### src/rtl/spq_pkg.sv
// Package for the sorted priority queue: depth, codes, beat and cell link types.
// Used by spq_cell and sorted_priority_queue; depends on nothing else.
package spq_pkg;

    // Number of cells in the chain, and the width of a count of stored entries.
    localparam int DEPTH = 16;
    localparam int CNT_W = $clog2(DEPTH + 1);

    // Operation codes of an input beat; the unused code behaves as a peek.
    localparam logic [1:0] FUNC_OFFER = 2'd0;
    localparam logic [1:0] FUNC_POLL  = 2'd1;
    localparam logic [1:0] FUNC_PEEK  = 2'd2;

    // Status codes of a result beat.
    localparam logic [1:0] STATUS_OK    = 2'd0;
    localparam logic [1:0] STATUS_EMPTY = 2'd1;
    localparam logic [1:0] STATUS_FULL  = 2'd2;

    // Command beat.
    typedef struct packed {
        logic [1:0]         func;
        logic signed [31:0] priority_req;
        logic signed [31:0] value;
    } t_in_beat;

    // Result beat.
    typedef struct packed {
        logic [1:0]         status;
        logic signed [31:0] polled_value;
        logic signed [31:0] head_value;
        logic               head_valid;
        logic [4:0]         count;
    } t_out_beat;

    // What every cell does in a cycle.
    typedef enum logic [1:0] {
        CELL_HOLD,
        CELL_INSERT,
        CELL_SHIFT_OUT
    } t_cell_op;

    // Broadcast from the control to all cells.
    typedef struct packed {
        t_cell_op           op;
        logic signed [31:0] prio;
        logic signed [31:0] value;
    } t_cell_ctrl;

    // Contents of one cell.
    typedef struct packed {
        logic               valid;
        logic signed [31:0] prio;
        logic signed [31:0] value;
    } t_cell_data;

    // What a cell shows its neighbors: its contents and whether it keeps them on insert.
    typedef struct packed {
        logic       keep;
        t_cell_data data;
    } t_cell_link;

endpackage

### src/rtl/spq_cell.sv
// One cell of the sorted chain: holds a single entry and trades it with its neighbors.
// Depends on spq_pkg.
module spq_cell (
    input  logic               i_clk,
    input  logic               i_rst_n,
    input  spq_pkg::t_cell_ctrl i_ctrl,
    input  spq_pkg::t_cell_link i_left,
    input  spq_pkg::t_cell_data i_right,
    output spq_pkg::t_cell_link o_link
);
    import spq_pkg::*;

    logic               r_valid;
    logic signed [31:0] r_prio;
    logic signed [31:0] r_value;
    logic               n_valid;
    logic signed [31:0] n_prio;
    logic signed [31:0] n_value;
    logic               w_keep;

    // An entry stays put on insert when its priority is at least the new one.
    assign w_keep = r_valid && (r_prio >= i_ctrl.prio);

    // Next contents: keep, take the new entry, take the left entry, or take the right one.
    always_comb begin
        n_valid = r_valid;
        n_prio  = r_prio;
        n_value = r_value;
        unique case (i_ctrl.op)
            CELL_INSERT: begin
                if (!w_keep) begin
                    if (i_left.keep) begin
                        n_valid = 1'b1;
                        n_prio  = i_ctrl.prio;
                        n_value = i_ctrl.value;
                    end else begin
                        n_valid = i_left.data.valid;
                        n_prio  = i_left.data.prio;
                        n_value = i_left.data.value;
                    end
                end
            end
            CELL_SHIFT_OUT: begin
                n_valid = i_right.valid;
                n_prio  = i_right.prio;
                n_value = i_right.value;
            end
            default: begin
            end
        endcase
    end

    // Valid bit is control state; the payload needs no reset.
    always_ff @(posedge i_clk) begin
        if (!i_rst_n) begin
            r_valid <= 1'b0;
        end else begin
            r_valid <= n_valid;
        end
    end

    always_ff @(posedge i_clk) begin
        r_prio  <= n_prio;
        r_value <= n_value;
    end

    assign o_link.keep       = w_keep;
    assign o_link.data.valid = r_valid;
    assign o_link.data.prio  = r_prio;
    assign o_link.data.value = r_value;

endmodule

### src/rtl/sorted_priority_queue.sv
// Top level of the sorted priority queue: command decode, result register, cell chain.
// Depends on spq_pkg and spq_cell.
//
// Usage:
// A command beat (i_cmd) is taken at a rising edge where start is high and busy is
// low. busy stays low: the chain of cells finishes any command in a single
// compare-and-shift step, so a new command may be given in every cycle.
// func selects offer, poll or peek. An offer places the entry behind all stored
// entries of greater or equal priority; a poll removes the head entry.
// Every command gives one result beat on o_res, marked by o_done, in the cycle
// after the command was taken; throughput is one command per cycle, set by the
// single compare-and-shift step of the cells.
// The result holds status (ok, poll on empty, offer on full), the polled value,
// the head after the command and the count of stored entries.
// The result is shown for one cycle only; the receiver cannot stall it.
// Reset (synchronous, active low) empties the queue and clears o_done.
module sorted_priority_queue (
    input  logic              i_clk,
    input  logic              i_rst_n,
    input  logic              start,
    output logic              busy,
    input  spq_pkg::t_in_beat i_cmd,
    output logic              o_done,
    output spq_pkg::t_out_beat o_res
);
    import spq_pkg::*;

    t_cell_link         w_link [DEPTH];
    t_cell_ctrl         w_ctrl;
    t_cell_link         w_head_left;
    t_cell_data         w_tail_right;
    logic               w_accept;
    logic               w_full;
    logic               w_empty;

    logic               r_done;
    logic [1:0]         r_status;
    logic signed [31:0] r_polled;
    logic [CNT_W-1:0]   r_count;
    logic               n_done;
    logic [1:0]         n_status;
    logic signed [31:0] n_polled;
    logic [CNT_W-1:0]   n_count;

    assign busy     = 1'b0;
    assign w_accept = start && !busy;
    assign w_full   = w_link[DEPTH-1].data.valid;
    assign w_empty  = !w_link[0].data.valid;

    // Decode the command into a cell operation and the result fields.
    always_comb begin
        w_ctrl.op    = CELL_HOLD;
        w_ctrl.prio  = i_cmd.priority_req;
        w_ctrl.value = i_cmd.value;
        n_done       = w_accept;
        n_status     = STATUS_OK;
        n_polled     = '0;
        n_count      = r_count;
        if (w_accept) begin
            case (i_cmd.func)
                FUNC_OFFER: begin
                    if (w_full) begin
                        n_status = STATUS_FULL;
                    end else begin
                        w_ctrl.op = CELL_INSERT;
                        n_count   = r_count + CNT_W'(1);
                    end
                end
                FUNC_POLL: begin
                    if (w_empty) begin
                        n_status = STATUS_EMPTY;
                    end else begin
                        w_ctrl.op = CELL_SHIFT_OUT;
                        n_polled  = w_link[0].data.value;
                        n_count   = r_count - CNT_W'(1);
                    end
                end
                default: begin
                end
            endcase
        end
    end

    // Ends of the chain: the head sees a left neighbor that always keeps,
    // the tail sees an empty right neighbor.
    always_comb begin
        w_head_left.keep       = 1'b1;
        w_head_left.data.valid = 1'b1;
        w_head_left.data.prio  = '0;
        w_head_left.data.value = '0;
        w_tail_right.valid     = 1'b0;
        w_tail_right.prio      = '0;
        w_tail_right.value     = '0;
    end

    // The chain of cells, head at index zero.
    for (genvar g = 0; g < DEPTH; g++) begin : g_cell
        if (g == 0) begin : g_head
            spq_cell u_cell (
                .i_clk   (i_clk),
                .i_rst_n (i_rst_n),
                .i_ctrl  (w_ctrl),
                .i_left  (w_head_left),
                .i_right (w_link[g+1].data),
                .o_link  (w_link[g])
            );
        end else if (g == DEPTH - 1) begin : g_tail
            spq_cell u_cell (
                .i_clk   (i_clk),
                .i_rst_n (i_rst_n),
                .i_ctrl  (w_ctrl),
                .i_left  (w_link[g-1]),
                .i_right (w_tail_right),
                .o_link  (w_link[g])
            );
        end else begin : g_mid
            spq_cell u_cell (
                .i_clk   (i_clk),
                .i_rst_n (i_rst_n),
                .i_ctrl  (w_ctrl),
                .i_left  (w_link[g-1]),
                .i_right (w_link[g+1].data),
                .o_link  (w_link[g])
            );
        end
    end

    // Control registers.
    always_ff @(posedge i_clk) begin
        if (!i_rst_n) begin
            r_done  <= 1'b0;
            r_count <= '0;
        end else begin
            r_done  <= n_done;
            r_count <= n_count;
        end
    end

    // Result payload registers.
    always_ff @(posedge i_clk) begin
        r_status <= n_status;
        r_polled <= n_polled;
    end

    // Result beat; the head comes straight from the first cell after the update.
    assign o_done             = r_done;
    assign o_res.status       = r_status;
    assign o_res.polled_value = r_polled;
    assign o_res.head_valid   = w_link[0].data.valid;
    assign o_res.head_value   = w_link[0].data.valid ? w_link[0].data.value : 32'sd0;
    assign o_res.count        = 5'(r_count);

    // The count agrees with the valid bits at both ends of the chain.
    a_empty_count: assert property (@(posedge i_clk) disable iff (!i_rst_n)
        w_empty == (r_count == '0))
        else $error("count and head valid bit disagree");

    a_full_count: assert property (@(posedge i_clk) disable iff (!i_rst_n)
        w_full == (r_count == CNT_W'(DEPTH)))
        else $error("count and tail valid bit disagree");

    // Valid entries stay packed toward the head.
    a_packed: assert property (@(posedge i_clk) disable iff (!i_rst_n)
        w_link[DEPTH-1].data.valid |-> w_link[DEPTH-2].data.valid)
        else $error("gap in the cell chain");

    // A successful poll returns the head entry that was shown before it.
    a_poll_value: assert property (@(posedge i_clk) disable iff (!i_rst_n)
        (w_ctrl.op == CELL_SHIFT_OUT) |=> (o_done && o_res.status == STATUS_OK
            && o_res.polled_value == $past(w_link[0].data.value)))
        else $error("polled value does not match the old head");

    // A result follows in the cycle after each accepted command.
    a_done: assert property (@(posedge i_clk) disable iff (!i_rst_n)
        w_accept |=> o_done)
        else $error("missing result beat");

endmodule

### config.mk
export PLATFORM = sky130hd
export DESIGN_NAME = sorted_priority_queue
export DESIGN_NICKNAME = d
export VERILOG_FILES = /design/src/rtl/spq_pkg.sv /design/src/rtl/spq_cell.sv /design/src/rtl/sorted_priority_queue.sv
export SDC_FILE = /design/constraint.sdc
export NUM_CORES = 2
export LEC_CHECK = 0
export BUFFER_PORTS_ARGS = -buffer_cell sky130_fd_sc_hd__buf_2
export CORE_AREA = 2 2 343 345
export DETAILED_ROUTE_END_ITERATION = 8
export DIE_AREA = 0 0 345 347
export HOLD_SLACK_MARGIN = 0.02
export PLACE_DENSITY = 0.83
export SLEW_MARGIN = 20
export SYNTH_ARGS = -nofsm -noshare
export SYNTH_HDL_FRONTEND = slang
export SYNTH_SLANG_ARGS = --single-unit
### constraint.sdc
create_clock -name i_clk -period 8.4 [get_ports i_clk]
set_clock_uncertainty 0.2 [all_clocks]
set_input_delay 0.42 -clock i_clk [delete_from_list [all_inputs] [get_ports i_clk]]
set_output_delay 0.42 -clock i_clk [all_outputs]
set_load 0.01 [all_outputs]
* Yosys cells after proc, flatten, opt, wreduce, memory -nomap -nowiden *
Index checks and enable logic that the tools add are counted.

operators by class
  add/subtract/negate cells = 2
  multipliers = 0
  divide/modulo/power cells = 0
  order comparisons = 16
  eq/ne operators = 21
  shift-type cells = 0
  mux-type cells = 152
  bitwise gates (word level) = 0
  reduce and logical (&&, ||, !) cells = 37

operator list
  operator                                              number
  one-hot mux 32 bit (2 select lines)                   32
  2-to-1 mux 32 bit                                     63
  >= comparator 32 bit                                  16
  != test 2 bit (second input constant)                 17
  AND reduction 2 bit                                   17
  2-to-1 mux 1 bit                                      33
  one-hot mux 1 bit (2 select lines)                    16
  logical AND 1 bit                                     16
  2-to-1 mux 5 bit                                      2
  one-hot mux 5 bit (2 select lines)                    1
  one-hot mux 2 bit (2 select lines)                    2
  2-to-1 mux 2 bit                                      3
  adder 5 x 1 -> 5 bit (second input constant)          1
  subtractor 5 x 1 -> 5 bit (second input constant)     1
  equality test 2 x 1 -> 1 bit (second input constant)  2
  AND reduction 4 bit                                   1
  nonzero test 2 bit                                    2
  equality test 2 bit (second input constant)           1
  zero test 2 bit                                       1
  != test 2 x 1 -> 1 bit (second input constant)        1

storage, ports and cells
  register bits after elaboration = 1080
  latch bits = 0
  RAM bits = 0
  bits in read-only memories = 0
  input port bits = 69
  output and inout bits = 74
  logic and storage cells = 280
  memories = 0

* Depth between registers and ports, before layout *
  depth in word-level cells = 6
  gate-level depth with buffers = 13
  depth with buffers taken out = 10

* Cells and area by module *
From an unflattened synthesis, not the netlist that was laid out.

second synthesis, totals
  cells, all modules = 6742
  area total of the unflattened synthesis = 68102.8 um^2

modules (own cells, without submodules)
  module                                   instances  cells each  area each (um^2)  sequential area each (um^2)
  spq_cell at g_cell[0].g_head.u_cell ...  12         410         4149.0            1941.9
  spq_cell at g_cell[6].g_mid.u_cell ...   4          418         4194.0            1941.9
  sorted_priority_queue                    1          150         1539.0            800.8

* Worst setup path before layout *
OpenSTA, ideal clock, no wires.

  path kind = input-to-reg
  from = input i_cmd[49] (netlist name)
  to = register g_cell[12].g_mid.u_cell.r_prio[0] (enable)
  setup time = 0.581 ns
  data arrival time = 7.141 ns
  data required time = 7.619 ns
  setup slack = 0.478 ns
  stages on the path = 11
  path buffers = 2
  path through = inv_1 ha_1 a21o_1 a21o_1 a21oi_1 nor2_1 a211oi_1 mux2i_1 buf_2 buf_2 o31ai_1

on the way
  cells in the longest elaborated chain, start to end = 4

ends and longest elaborated chain
  element                               RTL line                     RTL
  start, declared                       sorted_priority_queue.sv:22  input spq_pkg::t_in_beat i_cmd,
  >= comparator 32 bit                  spq_cell.sv:22               assign w_keep = r_valid && (r_prio >= i_ctrl.prio);
  logical AND 1 bit                     spq_cell.sv:22
  != test 2 bit (no source line)        n/a
  AND reduction 2 bit (no source line)  n/a
  end signal, assigned                  spq_cell.sv:63               r_prio <= n_prio;
  end, declared                         spq_cell.sv:14               logic signed [31:0] r_prio;

Every way passes these cells.
A chain may end at the register's enable or synchronous reset.

* Final worst setup path *
  from = input i_cmd[46] (netlist name)
  to = register g_cell[11].g_mid.u_cell.r_prio[26] (enable)

on the way
  cells in the longest elaborated chain, start to end = 4

ends and longest elaborated chain
  element                               RTL line
  >= comparator 32 bit                  spq_cell.sv:22
  logical AND 1 bit                     spq_cell.sv:22
  != test 2 bit (no source line)        n/a
  AND reduction 2 bit (no source line)  n/a
  end signal, assigned                  spq_cell.sv:63
  end, declared                         spq_cell.sv:14

Every way passes these cells.

==> flow_summary.ini <==
[outcome]
status = finished, violations left
violations = DRC

[synth]
netlist.area_leader.share_pct = 46.1
syn_nets = 7091
synth_ff_type = edfxtp_1
synth.most_common_cell = nand2_1
seq_area_frac_synth_pct = 47.8
synth_area_mm2 = 0.0667
synth_area_leaders = edfxtp_1 (46%), mux2i_1 (11%), ha_1 (9.1%), nand2_1 (6.2%), o21ai_0 (3.7%)
yosysUniqueCellTypes = 74
syn_avg_cell_area_um2 = 10.2
synth_edf_count = 1024
ys_seq_elements = 1080
syn_inst = 6538
synth_top_area_cell = edfxtp_1
synth_commonest_cells = nand2_1 (1102), edfxtp_1 (1024), mux2i_1 (707), o21ai_0 (499), ha_1 (483)
yosysWarnings = 0
ys_async_sr_fraction_pct = 0

[global_route]
antenna_found_initial = 13
overflow = 0
track_usage_pct = 36.5
first_global_vias = 52400
grt_max_degree = 248
grt_pass1_wl_mm = 333

[detailed_routing]
dr.pass1.iters = 9
detail-route-antenna-nets = 0
drtIter0Drc = 9131
totalWireLength_mm = 227
drc_errors = 5
vias = 55900
wl_per_cell_um = 28.2
vias_per_cell = 6.95

[placed_design]
dp_slack_ns = 2.80
routabilityCongestion = 1.10
numPortBuffers = 141
place_hpwl_mm = 140

[cts]
root_buffer = clkbuf_16
clk_path_buf_depth = 3
path_clk_slew_ns = 0.06
clock_latency_ns = 0.78
numCtsBuffers = 116
cts_setup_buffers = 0
ctsResizeCount = 0
cts_sinks = 1080
htreeDepth = 3
cts_tree = yes
hold_buffers = 52

[setup_path]
rrSetupSlack_ns = 3.28
crit_path_end_kind = flop
crit_start = i_cmd[46]
reg2reg_depth = 11
arrival_ns = 5.86
crit_type = input pin to flop
cp.required_ns = 8.55
r2r_end = g_cell[11].g_mid.u_cell.r_prio[26]
r2r-start = g_cell[11].g_mid.u_cell.r_prio[15]
worstPathMaxFanout = 43
cp-start-kind = input pin

[min_path]
hold_path.class = input pin to flop
hold_path_end = g_cell[5].g_mid.u_cell.r_prio[11]
min_from = i_cmd[43]
hold_path_depth = 3

[pwr]
leakage_nw = 29.4
vdd_ir_drop_max_mv = 0.186
power.total_mw = 13.3
p_per_area_mw_per_mm2 = 183

[floorplanning]
dieArea_mm2 = 0.120
io_pins = 143
core_mm2 = 0.116
die_w_um = 345
num_rows = 125
chipHeight_um = 347
initial_core_util_pct = 57.7

[sta]
timing.final.crit_share_pct = 68.0
finalCriticalPeriod_ns = 5.71
grt_setup_unrepaired = no
tns_ns = 0
timing.hold.ws_ns = 0.0460
tightest_slew_ns = 1.27
fmax_mhz = 175
relSlewSlack_pct = 15.1
worst_slack_ns = 2.69
finalMaxSlewViolations = 0
finalHoldViolations = 0
setup_viol = 0

[finish]
area_delta_synth_final_pct = 8.56
drive_gt1_share_pct = 7.15
nets = 6968
final_util_pct = 62.6
multi_input_area_mm2 = 0.0325
seq_area_mm2 = 0.0319
n_fill_cell = 9079

[run]
cap_violations = 0
## per-layer routing
metal	vias to the layer above	wire length (um)	global-route usage, %
met4	6	15300	21.0
li1	24100	-	-
met5	-	38	0
met2	4268	96800	54.4
met3	994	32100	10.3
met1	26500	82500	47.9
## sequential cells by signal, indices dropped and copies added, names as in the netlist, 2 cells and up
| signal | cells |
|---|---|
| g_cell.g_mid.u_cell.r_value | 448 |
| g_cell.g_mid.u_cell.r_valid | 14 |
| g_cell.g_head.u_cell.r_prio | 32 |
| r_polled | 32 |
| r_status | 2 |
| g_cell.g_tail.u_cell.r_value | 32 |
| g_cell.g_tail.u_cell.r_prio | 32 |
| g_cell.g_head.u_cell.r_value | 32 |
| g_cell.g_mid.u_cell.r_prio | 448 |
| r_count | 5 |
## final cells by class
type	count	area share, %
sequential	1080	44.0
multi-input combinational	4838	44.9
antenna	7	0.0242
inverter	105	0.547
clock inverter	79	1.05
tap	1524	2.63
clock buffer	138	4.16
timing repair buffer	274	2.70
## per-stage QoR
step	std cells	area [um2]
3_3_place_gp	7767	68100
2_1_floorplan	6538	66700
5_1_grt	8042	72500
4_1_cts	8037	72400
3_5_place_dp	7768	68100
6_report	8045	72500
## critical path, stage by stage
cell and delay [ns]:
dlygate4sd3_1 0.55, buf_2 0.21, inv_1 0.61, ha_1 0.39, nand4_1 0.25, nor2_1 0.11, o2bb2ai_1 0.14, a311oi_1 0.65
o32ai_1 0.23, nor3_2 0.20, buf_4 0.65, nand2_1 0.20, nand2_4 0.43, buf_4 0.78
## how the worst max path moves through the flow
stage,depth (start not counted),endpoint
3_5_place_dp,13,g_cell[11].g_mid.u_cell.r_value[6]
6_report,14,g_cell[11].g_mid.u_cell.r_prio[26]
4_1_cts,14,g_cell[11].g_mid.u_cell.r_prio[26]
3_3_place_gp,13,g_cell[11].g_mid.u_cell.r_value[6]
5_1_grt,13,g_cell[5].g_mid.u_cell.r_value[8]
2_1_floorplan,11,g_cell[12].g_mid.u_cell.r_prio[0]
## power breakdown
part / leakage, nW / switching [mW] / internal (mW) / total (mW)
Sequential: 9.88 / 0.176 / 6.18 / 6.36
Clock: 1.83 / 2.36 / 2.88 / 5.24
Combinational: 17.7 / 1.12 / 0.564 / 1.68
Total: 29.4 / 3.65 / 9.62 / 13.3
## cells by family (layout without fill, tap and decap cells)
group	after synthesis	after routing	share of synthesized area, %
compound gates	1594	1594	15.1
xor+xnor	4	4	0.0525
fa+ha+maj	484	484	9.08
buf+inv	620	596	4.01
flops	1080	1080	47.8
mux	707	707	10.6
other cells	1	8	0.00562
simple gates	2048	2048	13.4
## placed cells by master (no fill, tap or decap), types with 54 or more instances in the layout
master	synthesis	routed
dfxtp_1	56	54
nand2_1	1102	1093
a221o_1	67	67
a21oi_1	288	287
and2_1	71	70
buf_4	31	72
nor3_1	214	210
a21o_1	126	126
a22oi_1	131	131
nor2_1	320	317
clkbuf_16	0	117
o21ai_1	153	151
mux2i_1	707	705
a211o_1	67	67
a221oi_1	74	74
and3_1	69	66
o31ai_1	67	65
nand3_1	94	92
edfxtp_1	1024	1024
buf_2	97	141
ha_1	483	483
nand4_1	93	93
inv_1	105	104
o21ai_0	499	496
(Power assumes the default switching activity.)
